==> config.mk <==
export PLATFORM = sky130hd
export DESIGN_NAME = mmcs_back
export DESIGN_NICKNAME = d
export VERILOG_FILES = /design/src/mmcs_pkg.sv /design/src/mmcs_back.sv
export SDC_FILE = /design/constraint.sdc
export NUM_CORES = 1
export LEC_CHECK = 0
export ABC_AREA = 0
export BUFFER_PORTS_ARGS = -buffer_cell sky130_fd_sc_hd__buf_4
export CORE_MARGIN = 3
export CORE_UTILIZATION = 50
export DETAILED_ROUTE_END_ITERATION = 16
export PLACE_DENSITY_LB_ADDON = 0.1
export SETUP_SLACK_MARGIN = 0.05
export SYNTH_ARGS = -nofsm -noshare
export SYNTH_HDL_FRONTEND = slang
export SYNTH_SLANG_ARGS = --single-unit
==> constraint.sdc <==
create_clock -name clk_i -period 6.7 [get_ports clk_i]
set_clock_uncertainty 0.2 [all_clocks]
set_input_delay 1.005 -clock clk_i [delete_from_list [all_inputs] [get_ports clk_i]]
set_output_delay 1.005 -clock clk_i [all_outputs]
set_load 0.02 [all_outputs]
==> src/mmcs_pkg.sv <==
// ============================================================================
// mmcs_pkg
// Shared types and constants of the min-max contrast stretch block.
// ============================================================================
package mmcs_pkg;

  // Pixel width (Q12.4 in, Q8.8 out).
  localparam int PIX_W = 16;

  // Configuration port.
  localparam int CFG_W     = 9;
  localparam int CFG_IDX_W = 1;

  // Register indexes.
  localparam logic [CFG_IDX_W-1:0] REG_FRAME_WIDTH  = 1'd0;
  localparam logic [CFG_IDX_W-1:0] REG_FRAME_HEIGHT = 1'd1;

  // Reset value of both frame size registers.
  localparam logic [CFG_W-1:0] DIM_RESET = 9'd256;

  // Item opcodes.
  localparam logic OP_LOAD  = 1'b0;
  localparam logic OP_FETCH = 1'b1;

  // 255.0 in Q12.4 (reset of the running minimum) and in Q8.8 (full scale).
  localparam logic [PIX_W-1:0] MIN_RESET  = 16'd4080;
  localparam logic [PIX_W-1:0] FULL_SCALE = 16'd65280;

  // Job queue between the front and the back.
  localparam int QDEPTH = 2;
  localparam int QAW    = 1;
  localparam int QLVL_W = 2;

  // Radix-2 divider: one quotient bit per step.
  localparam int DIV_STEPS = 16;
  localparam int CNT_W     = 4;

  // One stretch job: stored pixel plus the extremes of its frame.
  typedef struct packed {
    logic [PIX_W-1:0] pixel;
    logic [PIX_W-1:0] lo;
    logic [PIX_W-1:0] hi;
    logic             last;
  } stretch_job_t;

  // Queue write side, driven by the front.
  typedef struct packed {
    logic         valid;
    stretch_job_t job;
  } job_push_t;

  // Back-end sequencer states.
  typedef enum logic [1:0] {
    BK_IDLE,
    BK_PREP,
    BK_DIV,
    BK_DONE
  } back_state_e;

endpackage

==> src/mmcs_back.sv <==
// ============================================================================
// mmcs_back
// Stretches one queued pixel at a time with a radix-2 restoring divider and
// holds the result in an output register.
// ============================================================================
module mmcs_back (
  input  logic                          clk_i,
  input  logic                          rst_ni,
  input  mmcs_pkg::stretch_job_t         head_i,
  input  logic                          nonempty_i,
  output logic                          q_pop_o,
  input  logic                          pop,
  output logic                          empty,
  output logic [mmcs_pkg::PIX_W-1:0]     scaled_pixel_o,
  output logic                          last_of_frame_o
);
  import mmcs_pkg::*;

  back_state_e      state_q, state_d;
  stretch_job_t     job_q;
  logic [PIX_W-1:0] rem_q, rem_d;
  logic [PIX_W-1:0] quo_q, quo_d;
  logic [PIX_W-1:0] span_q;
  logic [CNT_W-1:0] cnt_q, cnt_d;
  logic             res_valid_q, res_valid_d;
  logic [PIX_W-1:0] res_pixel_q;
  logic             res_last_q;

  logic             special;
  logic [PIX_W-1:0] special_val;
  logic [PIX_W-1:0] diff;
  logic [2*PIX_W-1:0] num;
  logic [PIX_W:0]   rem_sh;
  logic             ge;
  logic             res_load;
  logic             div_done;

  // Edge cases: flat frame, pixel at or below min, pixel at or above max.
  always_comb begin
    special     = 1'b0;
    special_val = '0;
    if ((job_q.hi <= job_q.lo) || (job_q.pixel <= job_q.lo)) begin
      special = 1'b1;
    end else if (job_q.pixel >= job_q.hi) begin
      special     = 1'b1;
      special_val = FULL_SCALE;
    end
    diff = job_q.pixel - job_q.lo;
    // diff * 65280 = diff * 2^16 - diff * 2^8
    num  = {diff, {PIX_W{1'b0}}} - {8'd0, diff, 8'd0};
  end

  // One restoring division step.
  always_comb begin
    rem_sh = {rem_q, quo_q[PIX_W-1]};
    ge     = (rem_sh >= {1'b0, span_q});
  end

  assign div_done = (cnt_q == CNT_W'(DIV_STEPS - 1));

  // Next state.
  always_comb begin
    state_d = state_q;
    case (state_q)
      BK_IDLE: if (nonempty_i) state_d = BK_PREP;
      BK_PREP: state_d = special ? BK_DONE : BK_DIV;
      BK_DIV:  if (div_done) state_d = BK_DONE;
      BK_DONE: if (!res_valid_q || pop) state_d = BK_IDLE;
      default: state_d = BK_IDLE;
    endcase
  end

  // Sequencer outputs.
  always_comb begin
    q_pop_o  = 1'b0;
    res_load = 1'b0;
    case (state_q)
      BK_IDLE: q_pop_o  = nonempty_i;
      BK_DONE: res_load = !res_valid_q || pop;
      default: ;
    endcase
  end

  // Datapath next values.
  always_comb begin
    rem_d = rem_q;
    quo_d = quo_q;
    cnt_d = cnt_q;
    case (state_q)
      BK_PREP: begin
        cnt_d = '0;
        if (special) begin
          quo_d = special_val;
        end else begin
          rem_d = num[2*PIX_W-1:PIX_W];
          quo_d = num[PIX_W-1:0];
        end
      end
      BK_DIV: begin
        cnt_d = cnt_q + 1'b1;
        rem_d = ge ? PIX_W'(rem_sh - {1'b0, span_q}) : rem_sh[PIX_W-1:0];
        quo_d = {quo_q[PIX_W-2:0], ge};
      end
      default: ;
    endcase
  end

  // Output register valid flag.
  always_comb begin
    res_valid_d = res_valid_q;
    if (res_load) begin
      res_valid_d = 1'b1;
    end else if (pop) begin
      res_valid_d = 1'b0;
    end
  end

  always_ff @(posedge clk_i or negedge rst_ni) begin
    if (!rst_ni) begin
      state_q     <= BK_IDLE;
      cnt_q       <= '0;
      res_valid_q <= 1'b0;
    end else begin
      state_q     <= state_d;
      cnt_q       <= cnt_d;
      res_valid_q <= res_valid_d;
    end
  end

  // Payload registers.
  always_ff @(posedge clk_i) begin
    rem_q <= rem_d;
    quo_q <= quo_d;
    if (q_pop_o) begin
      job_q <= head_i;
    end
    if (state_q == BK_PREP) begin
      span_q <= job_q.hi - job_q.lo;
    end
    if (res_load) begin
      res_pixel_q <= quo_q;
      res_last_q  <= job_q.last;
    end
  end

  assign empty           = !res_valid_q;
  assign scaled_pixel_o  = res_pixel_q;
  assign last_of_frame_o = res_last_q;

endmodule
==> implementation parameters <==
Parameter                              Value

Run status
  Run status    finished, final reports clean

Setup path
  Critical-path cell list    ha_1 -> fa_1 -> and2b_1 -> o211ai_1 -> a21oi_2 -> xnor2_1 -> inv_1 -> ha_1 -> nor4b_2 -> a311oi_1 -> nor2_1 -> o21ai_1 -> o41a_1 -> a21o_1 -> or4b_1 -> nand3_1
  Kind of critical path    register to register
  Maximum fanout along the worst path    7
  CP endpoint kind    register
  Sort of element at the start of the critical path    register
  Crit path top cell by count    ha_1
  Flop-to-flop setup slack    1.89 ns
  Critical path's top delay family    compound AO/OA/AOI/OAI gates
  Worst Path Arrival    4.90 ns
  Combined buffer and inverter count along the critical path    1
  Critical path's largest stage delay    0.47 ns
  Data required, critical path    6.79 ns
  Slowest-stage cell, CP    or4b_1

Logic synthesis
  Unique cell type count in the Yosys netlist    82
  Synthesized flop and latch total    121
  Proportion of netlist area held by the largest area contributor    42.4%
  Syn Nets    904
  Asr flop ratio synth    5.79%
  Count of flip-flops with a built-in enable after synthesis    114
  Cell type with the largest total area after synthesis    edfxtp_1
  Avg Inst Size Synth    10.5 um^2
  Top cells by count, synth    114 x edfxtp_1, 88 x inv_1, 77 x ha_1
  Cells after Synth    771
  Most instantiated flip-flop cell in the synthesis netlist    edfxtp_1
  Share of synthesized area occupied by flip-flops and latches    44.6%
  Cells taking the most area after synthesis    edfxtp_1 42%, ha_1 12%, inv_1 4.1%
  Summed instance area of the synthesized netlist    8070 um^2
  Count of synthesis-stage warnings from yosys    0
  Most repeated cell in the gate-level netlist after synthesis    edfxtp_1

Global route
  GRT Residual Overflow    0
  Initial antenna violation count    0
  First-pass GRT wire length    29500 um
  Maximum number of pins on one net before global-route repair    51
  Total track usage    20.9%
  Number of global-route vias before repair    5944

STA
  Final Hold Vio Count    0
  Maximum clock rate    208 MHz
  Final setup fails    0
  Headroom to the max-slew limit    36.1%
  Share of the clock period used by the worst path after layout    71.8%
  Post-route setup TNS    0 ns
  Hold Worst Slack    0.178 ns
  Unrepaired setup endpoints after global routing    false
  Minimum clock period after layout    4.81 ns
  Worst Max-Slew Pin Slew    0.958 ns
  Total count of max-transition violations in the final report    0

Clock network
  Clock tree from TritonCTS    built
  CTS root buf    clkbuf_16
  CTS resizes    0
  Clock-pin slew on the worst setup and hold paths    0.06 ns
  Worst-Skew Late Latency    0.43 ns
  Level count of the clock H-tree    4
  Total setup buffers inserted after CTS    0
  Sink count of the clock tree    121
  Hold Buf Count CTS    0
  CTS buffer count    17
  Maximum clock insertion buffer count    2

Finish
  Layout cells sized above 1    16.2%
  Number of nets at the end of the flow    978
  Number of inserted filler cells in the final layout    1294
  Inserted Diodes    0
  Layout-stage area growth over the synthesis result    16.9%

Drt
  Routed len/inst    16.6 um
  DRC errors left    0
  Post-detailed-routing wire length    17700 um
  Vias after detailed routing    6046
  Total met3 wirelength after detailed routing    906 um
  Met2 wire length    8260 um
  Number of nets with antenna violations after detailed routing    0
  Highest routed layer    met4
  Violation count after the first detailed-route iteration    363
  Drt first pass iters    5
  Detailed-route vias per instance    5.66
  Length of routed wiring on met1    8230 um

Job
  Number of max-cap violations    0

Placed design
  Number of buffer cells added on primary ports    71
  Detailed placement HPWL    13600 um
  Global placement routability congestion    0.844

Floorplan
  Core area    15500 um^2
  Die H    133 um
  Effective utilization at floorplan    52.1%
  Num rows    45
  Die width    133 um
  Number of top-level pins    72
  Full die area    17700 um^2

Min path
  Kind of path behind the tightest hold check    primary input to asynchronous set/reset pin

Power
  Static power due to leakage    4.00 nW
  P per Cell Area    533 nW/um^2
  IR drop worst, VDD    0.000246 V
## through the flow
| stage | std cells | worst slack [ns] | utilization (%) | cell area (um^2) | power [W] |
|---|---|---|---|---|---|
| after floorplan | 771 | 2.41 | - | 8070 | 0.00336 |
| after global placement | 1037 | 2.08 | 56.8 | 8800 | 0.00396 |
| after detailed placement | 1037 | 1.93 | 56.8 | 8800 | 0.00403 |
| after CTS | 1069 | 1.90 | 60.9 | 9430 | 0.00504 |
| after global routing | 1069 | 1.56 | 60.9 | 9430 | 0.00542 |
| final | 1069 | 1.89 | 60.9 | 9430 | 0.00503 |
## layout by cell type, fill, tap and decap left out, types with 14 or more instances in the layout
cell / instances
edfxtp_1: 114
inv_1: 88
ha_1: 77
buf_4: 73
nand2_1: 45
nor2_1: 41
o21ai_0: 41
a21oi_1: 40
xnor2_1: 25
a21o_1: 22
nor3_1: 19
nand3_1: 18
clkbuf_16: 17
nor2b_1: 14
## logic make-up after synthesis
| family | synth area share [%] |
|---|---|
| DFF | 44.6 |
| xor gates and xnor gates | 5.27 |
| adders and majority gates | 12.8 |
| and+or+nand+nor | 13.9 |
| muxes | 1.15 |
| buffers and inverters | 5.14 |
| AOI/OAI and AO/OA | 17.1 |
## flip-flops by register name, summed over array words and instances, names as in the netlist, 2 cells and up
name,cells
cnt_q,4
job_q,49
quo_q,16
rem_q,16
scaled_pixel_o,16
span_q,16
state_q,2
## layout make-up
class                      instances  area [um^2]  share of cell area, %
multi-input combinational        542         4050                   43.0
clock inverter                    15          203                   2.15
inverter                          90          338                   3.58
clock buffer                      17          425                   4.51
timing repair buffer              73          548                   5.81
sequential                       121         3600                   38.2
tap                              211          264                   2.80
## routing by layer
layer	up-vias	global-route usage (%)
met5	-	0
met4	0	6.76
met3	27	5.51
met2	154	33.6
met1	2867	27.5
li1	2998	-
## report_power, final
group	internal [W]	switching, W
combinational	0.00104	0.00162
sequential	0.00126	0.000126
clock	0.000601	0.000380
## final timing paths
kind,from,endpoint,depth (start not counted)
setup / recovery,job_q[17]$_DFFE_PP_,rem_q[15]$_DFFE_PP_,16
hold / removal,rst_ni,cnt_q[1]$_DFFE_PN0N_,1
setup reg to reg,job_q[17]$_DFFE_PP_,rem_q[15]$_DFFE_PP_,16
hold reg to reg,job_q[0]$_DFFE_PP_,last_of_frame_o$_DFFE_PP_,0
max in group asynchronous,rst_ni,cnt_q[0]$_DFFE_PN0N_,1
min in group clk_i,job_q[0]$_DFFE_PP_,last_of_frame_o$_DFFE_PP_,0
Note: power is estimated with default switching activity, not from simulation.
