===== src/mmcs_pkg.sv =====
// ============================================================================
// mmcs_pkg
// Shared types and constants of the min-max contrast stretch block.
// ============================================================================
package mmcs_pkg;

  // Pixel width (Q12.4 in, Q8.8 out).
  localparam int PIX_W = 16;

  // Configuration port.
  localparam int CFG_W     = 9;
  localparam int CFG_IDX_W = 1;

  // Register indexes.
  localparam logic [CFG_IDX_W-1:0] REG_FRAME_WIDTH  = 1'd0;
  localparam logic [CFG_IDX_W-1:0] REG_FRAME_HEIGHT = 1'd1;

  // Reset value of both frame size registers.
  localparam logic [CFG_W-1:0] DIM_RESET = 9'd256;

  // Item opcodes.
  localparam logic OP_LOAD  = 1'b0;
  localparam logic OP_FETCH = 1'b1;

  // 255.0 in Q12.4 (reset of the running minimum) and in Q8.8 (full scale).
  localparam logic [PIX_W-1:0] MIN_RESET  = 16'd4080;
  localparam logic [PIX_W-1:0] FULL_SCALE = 16'd65280;

  // Job queue between the front and the back.
  localparam int QDEPTH = 2;
  localparam int QAW    = 1;
  localparam int QLVL_W = 2;

  // Radix-2 divider: one quotient bit per step.
  localparam int DIV_STEPS = 16;
  localparam int CNT_W     = 4;

  // One stretch job: stored pixel plus the extremes of its frame.
  typedef struct packed {
    logic [PIX_W-1:0] pixel;
    logic [PIX_W-1:0] lo;
    logic [PIX_W-1:0] hi;
    logic             last;
  } stretch_job_t;

  // Queue write side, driven by the front.
  typedef struct packed {
    logic         valid;
    stretch_job_t job;
  } job_push_t;

  // Back-end sequencer states.
  typedef enum logic [1:0] {
    BK_IDLE,
    BK_PREP,
    BK_DIV,
    BK_DONE
  } back_state_e;

endpackage


===== src/mmcs_queue.sv =====
// ============================================================================
// mmcs_queue
// Short job queue that decouples the front from the divider back end.
// ============================================================================
module mmcs_queue (
  input  logic                       clk_i,
  input  logic                       rst_ni,
  input  mmcs_pkg::job_push_t        push_i,
  input  logic                       pop_en_i,
  output mmcs_pkg::stretch_job_t     head_o,
  output logic                       nonempty_o,
  output logic [mmcs_pkg::QLVL_W-1:0] level_o
);
  import mmcs_pkg::*;

  stretch_job_t         slot_q [QDEPTH];
  logic [QAW-1:0]       wr_ptr_q, wr_ptr_d;
  logic [QAW-1:0]       rd_ptr_q, rd_ptr_d;
  logic [QLVL_W-1:0]    level_q, level_d;
  logic                 do_pop;

  assign do_pop     = pop_en_i && (level_q != '0);
  assign head_o     = slot_q[rd_ptr_q];
  assign nonempty_o = (level_q != '0);
  assign level_o    = level_q;

  // Pointer and fill level update.
  always_comb begin
    wr_ptr_d = wr_ptr_q;
    rd_ptr_d = rd_ptr_q;
    level_d  = level_q;
    if (push_i.valid) begin
      wr_ptr_d = wr_ptr_q + 1'b1;
    end
    if (do_pop) begin
      rd_ptr_d = rd_ptr_q + 1'b1;
    end
    case ({push_i.valid, do_pop})
      2'b10:   level_d = level_q + 1'b1;
      2'b01:   level_d = level_q - 1'b1;
      default: level_d = level_q;
    endcase
  end

  always_ff @(posedge clk_i or negedge rst_ni) begin
    if (!rst_ni) begin
      wr_ptr_q <= '0;
      rd_ptr_q <= '0;
      level_q  <= '0;
    end else begin
      wr_ptr_q <= wr_ptr_d;
      rd_ptr_q <= rd_ptr_d;
      level_q  <= level_d;
    end
  end

  // Entry storage.
  always_ff @(posedge clk_i) begin
    if (push_i.valid) begin
      slot_q[wr_ptr_q] <= push_i.job;
    end
  end

endmodule


===== config.mk =====
export PLATFORM = sky130hd
export DESIGN_NAME = mmcs_queue
export DESIGN_NICKNAME = d
export VERILOG_FILES = /design/src/mmcs_pkg.sv /design/src/mmcs_queue.sv
export SDC_FILE = /design/constraint.sdc
export NUM_CORES = 1
export LEC_CHECK = 0
export BUFFER_PORTS_ARGS = -buffer_cell sky130_fd_sc_hd__buf_2
export CAP_MARGIN = 10
export CORE_MARGIN = 3
export CORE_UTILIZATION = 50
export CTS_CLUSTER_DIAMETER = 40
export DETAILED_ROUTE_END_ITERATION = 10
export GPL_ROUTABILITY_DRIVEN = 0
export PLACE_DENSITY = 0.78
export SETUP_SLACK_MARGIN = 0.1
export SYNTH_ARGS = -nofsm -noshare
export SYNTH_HDL_FRONTEND = slang
export SYNTH_SLANG_ARGS = --single-unit

===== constraint.sdc =====
create_clock -name clk_i -period 9.3 [get_ports clk_i]
set_clock_uncertainty 0.2 [all_clocks]
set_input_delay 1.86 -clock clk_i [delete_from_list [all_inputs] [get_ports clk_i]]
set_output_delay 1.86 -clock clk_i [all_outputs]
set_load 0.01 [all_outputs]

==> results of run 1 <==
state kept, by name (all words and copies together) (netlist names):
signal and count:
slot_q 98, wr_ptr_q 1, rd_ptr_q 1, level_o 2
worst max-delay path, cell delays in order, from the launching register on:
cell and delay (ns):
dfrtp_4 1.03, mux2_4 0.36, buf_2 0.14
power breakdown:
group | leakage (nW) | switching, mW | internal, mW
Clock | 0.0957 | 0.147 | 0.126
Sequential | 0.966 | 0.0851 | 0.611
Combinational | 0.868 | 0.171 | 0.246
Total | 1.93 | 0.402 | 0.982
worst paths after layout:
check / from / endpoint / slack, ns / cells after the start
setup / recovery: rd_ptr_q$_DFFE_PN0P_ / head_o[25] / 5.31 / 2
hold reg to reg: level_o[1]$_DFFE_PN0P_ / level_o[1]$_DFFE_PN0P_ / 0.33 / 1
setup reg to reg: wr_ptr_q$_DFFE_PN0P_ / slot_q[0][36]$_DFFE_PP_ / 7.27 / 2
min in group asynchronous: rst_ni / level_o[0]$_DFFE_PN0P_ / 1.10 / 1
hold / removal: level_o[1]$_DFFE_PN0P_ / level_o[1]$_DFFE_PN0P_ / 0.33 / 1
max in group asynchronous: rst_ni / rd_ptr_q$_DFFE_PN0P_ / 7.67 / 1
final cells by class:
cell class | instances | share of cell area
sequential | 102 | 0.643
multi-input combinational | 60 | 0.176
timing repair buffer | 106 | 0.113
clock buffer | 9 | 0.0261
tap | 99 | 0.0261
clock inverter | 7 | 0.0151
inverter | 1 | 0.000792
cells by family (layout without fill, tap and decap cells):
kind of cell  after synthesis  count (layout)  synth area share
xor+xnor                    5               5            0.0111
flops                     102             102             0.773
fa+ha+maj                   1               1           0.00318
buf+inv                     7             123            0.0181
mux                        49              49             0.187
simple gates                5               5           0.00795
per-stage QoR:
step / std cells / hold WS, ns / cell area, um2 / util
2_1_floorplan: 169 / 0.256 / 3940 / -
3_3_place_gp: 368 / 0.288 / 4540 / 0.610
3_5_place_dp: 368 / 0.318 / 4540 / 0.610
4_1_cts: 384 / 0.346 / 4740 / 0.636
5_1_grt: 384 / 0.360 / 4740 / 0.636
6_report: 384 / 0.330 / 4740 / 0.636
cells in the final DEF, fill, tap and decap left out, types with 2 or more instances in the layout:
cell      synthesis  final
clkinv_1          0      2
mux2_4           49     49
buf_2             0    104
clkbuf_8          0      9
inv_6             0      3
buf_4             0      2
edfxtp_1         98     98
xnor2_1           2      2
xor2_1            3      3
dfrtp_1           4      3
layer usage:
| metal | up-vias | global-route usage | routed length (um) |
|---|---|---|---|
| met4 | 0 | 0.0817 | 123 |
| li1 | 878 | - | - |
| met2 | 67 | 0.236 | 3230 |
| met3 | 10 | 0.0343 | 425 |
| met5 | - | 0 | 0 |
| met1 | 904 | 0.183 | 2660 |
==> summary.txt, run 1 <==
Global routing
  • First-pass GRT wire length: 9700 um
  • Largest net degree at the start of global routing: around 50
  • Number of global-route vias before repair: roughly 2000
  • Total gr overflow: 0
  • Initial antenna violation count: 0
  • Total Routing Usage GR: 0.147

Clock tree
  • CTS tree: yes
  • CTS Root Cell: clkbuf_8
  • H-tree levels: 3
  • Clk slew on worst S/H paths: about 0.090 ns
  • CTS max path bufs: 2
  • CTS-repair resized insts: 0
  • Hold_buf cts: 0
  • TritonCTS buffer count: 9
  • Clock Latency Late Sink: 0.34 ns
  • TritonCTS Sinks: 102
  • Post-CTS Setup Bufs: 0

Finish
  • Count of nets after finishing: between 300 and 400
  • Register area: just over 3000 um2
  • Share of cells above drive strength 1: 0.611
  • N_diodes: 0
  • # fillers: about 570
  • Combined area of the multi-input logic cells: roughly 830 um2
  • Layout area overhead: 20.3%

Yosys
  • Number of distinct library cells after synthesis: 12
  • Avg Cell Area, Syn: between 20 and 25 um2
  • Register area share after synthesis: 0.773
  • YS warnings: 0
  • Synth Flop Type: edfxtp_1
  • Mapped Cells: around 170
  • Share of the synthesized area in the top cell type: 0.747
  • Mapped Nets: ~220
  • Area leader, netlist: edfxtp_1
  • Synth area leaders: edfxtp_1 (75%), mux2_4 (19%), dfrtp_1 (2.5%)
  • Most frequent cell after synthesis: edfxtp_1
  • Synth top cells by count: edfxtp_1 (98), mux2_4 (49), buf_6 (6)
  • Number of flops mapped to enable cells by yosys: 98
  • FFs w/ async S/R, synth: 0.0392
  • Number of synthesized register bits: between 100 and 150
  • Post-Syn Area: 3940 um2

Floorplan
  • Core area: roughly 7400 um2
  • Die Footprint: 8980 um2
  • Die Span Y: approximately 95 um
  • Initial Util: 0.529
  • Die X: ~95 um
  • Site row count: 31
  • # IOs: between 100 and 150

Timing
  • Final-report hold violation count: 0
  • Setup TNS: 0 ns
  • Headroom to the max-slew limit: 0.386
  • Period utilization: 0.429
  • Worst-Margin Slew: roughly 0.92 ns
  • Setup-failing EPs final: 0
  • Achievable Freq: approximately 0.25 GHz
  • Final Max Tran Viols: 0
  • Post-route worst setup slack: 5.31 ns
  • Final min period: around 4 ns
  • Unrepaired setup endpoints after global routing: false

Drt
  • Drt pass-1 iters: 4
  • # DRC: 0
  • Vias per cell: 4.84
  • Vias after detailed routing: approximately 1900
  • Routed Antenna Nets: 0
  • Initial DRC count: 106
  • Avg WL per Cell: ~17 um
  • Drt total wl: roughly 6400 um

Place
  • Post-DP HPWL: between 4000 and 5000 um
  • DP Worst Slack: 5.64 ns
  • Port bufs: between 100 and 150

Setup path
  • Crit-path max FO: 50
  • CP startpoint kind: register
  • WS Path Type: register to primary output
  • WP data arrival: between 1.5 and 2 ns
  • Crit path capture type: primary output
  • Crit path required time: between 7 and 8 ns

Pwr
  • P per Cell Area: approximately 290 nW/um2
  • Static Leak: 1.93 nW
  • Total power: ~1.4 mW
  • Worst VDD drop: roughly 0.2 mV

Outcome
  • Outcome: completed

Run
  • Max-cap viol count: 0

Hold path
  • HP Class: register to register
Note: power is estimated with default switching activity, not from simulation.
==> inputs of run 2 (changes only) <==
clock period = 3.81 ns   (was 9.3 ns; I/O delays follow)
==> run 2 against run 1 <==
  * Via count rose by 0.81%
  * Setup slack lost 4.4 ns
  * Die area is the same
  * Worst hold slack got worse by 0.021 ns
  * Design area grew 0.77%
  * Critical path type unchanged
  * Sequential power up 140%
  * Wire length increased by 0.54%
==> summary.txt, run 2 (synthesized netlist as in run 1, its figures left out) <==
Outcome
  • Outcome: completed

Drt
  • Routed Antenna Nets: 0 (unchanged)
  • Drt total wl: 6470 um (+0.54%)
  • Vias per cell: 4.85 (+0.28%)
  • Initial DRC count: 81 (-24%)
  • Avg WL per Cell: 16.8 um (about the same)
  • Drt pass-1 iters: 4 (unchanged)
  • # DRC: 0 (unchanged)
  • Vias after detailed routing: 1874 (+0.81%)

Floorplan
  • Core area: 7450 um2 (unchanged)
  • # IOs: 105 (unchanged)
  • Initial Util: 0.529 (unchanged)
  • Die X: 94.7 um (unchanged)
  • Site row count: 31 (unchanged)
  • Die Footprint: 8980 um2 (unchanged)
  • Die Span Y: 94.7 um (unchanged)

Setup path
  • CP max stage delay: 1.05 ns (+0.02 ns)
  • R2r worst-path depth: 2 (unchanged)
  • Critical Path Start: rd_ptr_q$_DFFE_PN0P_
  • CP cell instances: mux2_4, buf_2
  • Slowest CP cell: dfrtp_4
  • WP data arrival: 1.91 ns (-0.02 ns)
  • Reg2reg setup slack: 1.87 ns (-5.40 ns)
  • Worst flop-to-flop path startpoint: wr_ptr_q$_DFFE_PN0P_
  • Crit path required time: 2.85 ns (-4.39 ns)
  • WS Path Type: register to primary output
  • Crit-path max FO: 50 (unchanged)
  • R2R Path End: slot_q[0][7]$_DFFE_PP_
  • Crit path capture type: primary output
  • CP startpoint kind: register

Place
  • DP Worst Slack: 1.28 ns (-4.37 ns)
  • Post-DP HPWL: 4380 um (+1.4%)
  • Placed Instances: 369 (+0.27%)
  • Port bufs: 104 (unchanged)

Clock tree
  • CTS-repair resized insts: 0 (unchanged)
  • Clock Latency Late Sink: 0.34 ns (about the same)
  • Clk slew on worst S/H paths: 0.09 ns (about the same)
  • CTS max path bufs: 2 (unchanged)
  • TritonCTS buffer count: 9 (unchanged)
  • H-tree levels: 3 (unchanged)
  • CTS Root Cell: clkbuf_8
  • CTS tree: yes
  • TritonCTS Sinks: 102 (unchanged)

Global routing
  • Initial antenna violation count: 0 (unchanged)
  • Total Routing Usage GR: 0.148 (+0.00121)
  • Total gr overflow: 0 (unchanged)
  • Number of global-route vias before repair: 1975 (+0.41%)
  • First-pass GRT wire length: 9870 um (+1.7%)
  • Largest net degree at the start of global routing: 51 (unchanged)

Finish
  • Final non-filler cell total: 386 (+0.52%)
  • Layout area overhead: 21.2%
  • Most frequent cells in the layout: buf_2 (104), edfxtp_1 (98), mux2_4 (49), clkbuf_8 (9)
  • # fillers: 560 (-0.88%)
  • Combined area of the multi-input logic cells: 832 um2 (unchanged)
  • Most common library cell in the layout ignoring fill and taps: buf_2
  • Share of cells above drive strength 1: 0.613 (+0.00271)
  • Final core occ: 0.641 (+0.00487)
  • Count of nets after finishing: 336 (+0.60%)
  • Largest register FFs: 98 (unchanged)
  • Most flop-heavy register: slot_q
  • Register area: 3050 um2 (unchanged)
  • N_diodes: 0 (unchanged)

Timing
  • Setup TNS: 0 ns (unchanged)
  • Final-report hold violation count: 0 (unchanged)
  • Achievable Freq: between 0.3 and 0.4 GHz
  • Period utilization: 0.755
  • Headroom to the max-slew limit: 0.385 (-0.000969)
  • Final Max Tran Viols: 0 (unchanged)
  • Unrepaired setup endpoints after global routing: false
  • Setup-failing EPs final: 0 (unchanged)
  • Final min period: 2.88 ns
  • Worst-Margin Slew: 0.922 ns (+0.00145 ns)
  • Post-route worst setup slack: 0.935 ns (-4.37 ns)

Hold path
  • Hold Path Sink: level_o[1]$_DFFE_PN0P_
  • Hold Startpoint: level_o[1]$_DFFE_PN0P_
  • HP Class: register to register
  • Hold path cells: 1 (unchanged)

Pwr
  • Worst VDD drop: 0.599 mV (+200%)
  • Static Leak: 1.95 nW (+1.0%)
  • P per Cell Area: 718 nW/um2 (+150%)

Run
  • Max-cap viol count: 0 (unchanged)
## run 2: cell types whose count changed in the layout (fill, tap and decap cells not counted), sizes merged
cell         delta
inv             -2
buf             +1
bufinv          +1
clkbuf          +1
dlygate4sd3     +1
## run 2: routing by layer
metal | vias up | wire, um | part of all wire | track usage
li1 | 881 | - | - | -
met1 | 916 | 2630 | 0.41 | 0.190
met2 | 68 | 3380 | 0.52 | 0.245
met3 | 9 | 380 | 0.059 | 0.0327
met4 | 0 | 91 | 0.014 | 0.0577
met5 | - | 0 | 0 | 0
## run 2: how the worst max path moves through the flow
stage	to	slack (ns)	depth (start not counted)
after global routing	head_o[48]	0.84	2
after CTS	head_o[27]	0.88	2
after global placement	head_o[27]	1.27	2
after floorplan	slot_q[0][0]$_DFFE_PP_	0.28	2
final	head_o[9]	0.93	2
after detailed placement	head_o[27]	1.28	2
## run 2: where the power goes
group | switching (mW) | leakage, nW | internal, mW
clock | 0.338 | 0.107 | 0.371
combinational | 0.417 | 0.877 | 0.604
sequential | 0.208 | 0.966 | 1.49
## run 2: area by class of cell
cell class,instances,share of cell area
inverter,1,0.000786
tap,99,0.0260
multi-input combinational,60,0.174
clock buffer,10,0.0267
clock inverter,6,0.0181
sequential,102,0.638
timing repair buffer,108,0.116
## run 2: critical path: cells and delay by family (launching register included)
kind / cells / cell delay (ns)
flip-flops: 1 / 1.05
buffers and inverters: 1 / 0.14
multiplexers: 1 / 0.36
## run 2: stage by stage
step                      total power, mW  cell area (um2)  hold slack [ns]
after floorplan                      2.44             3940            0.256
after global placement               2.75             4550            0.286
after detailed placement             2.77             4550            0.299
after CTS                            3.48             4770            0.313
after global routing                 3.61             4770            0.335
final                                3.43             4770            0.309
## run 2: what timing repair did
action,4_1_cts,5_1_grt
buffers inserted,0,0
endpoints found under the hold margin,2,0
hold buffers,1,0
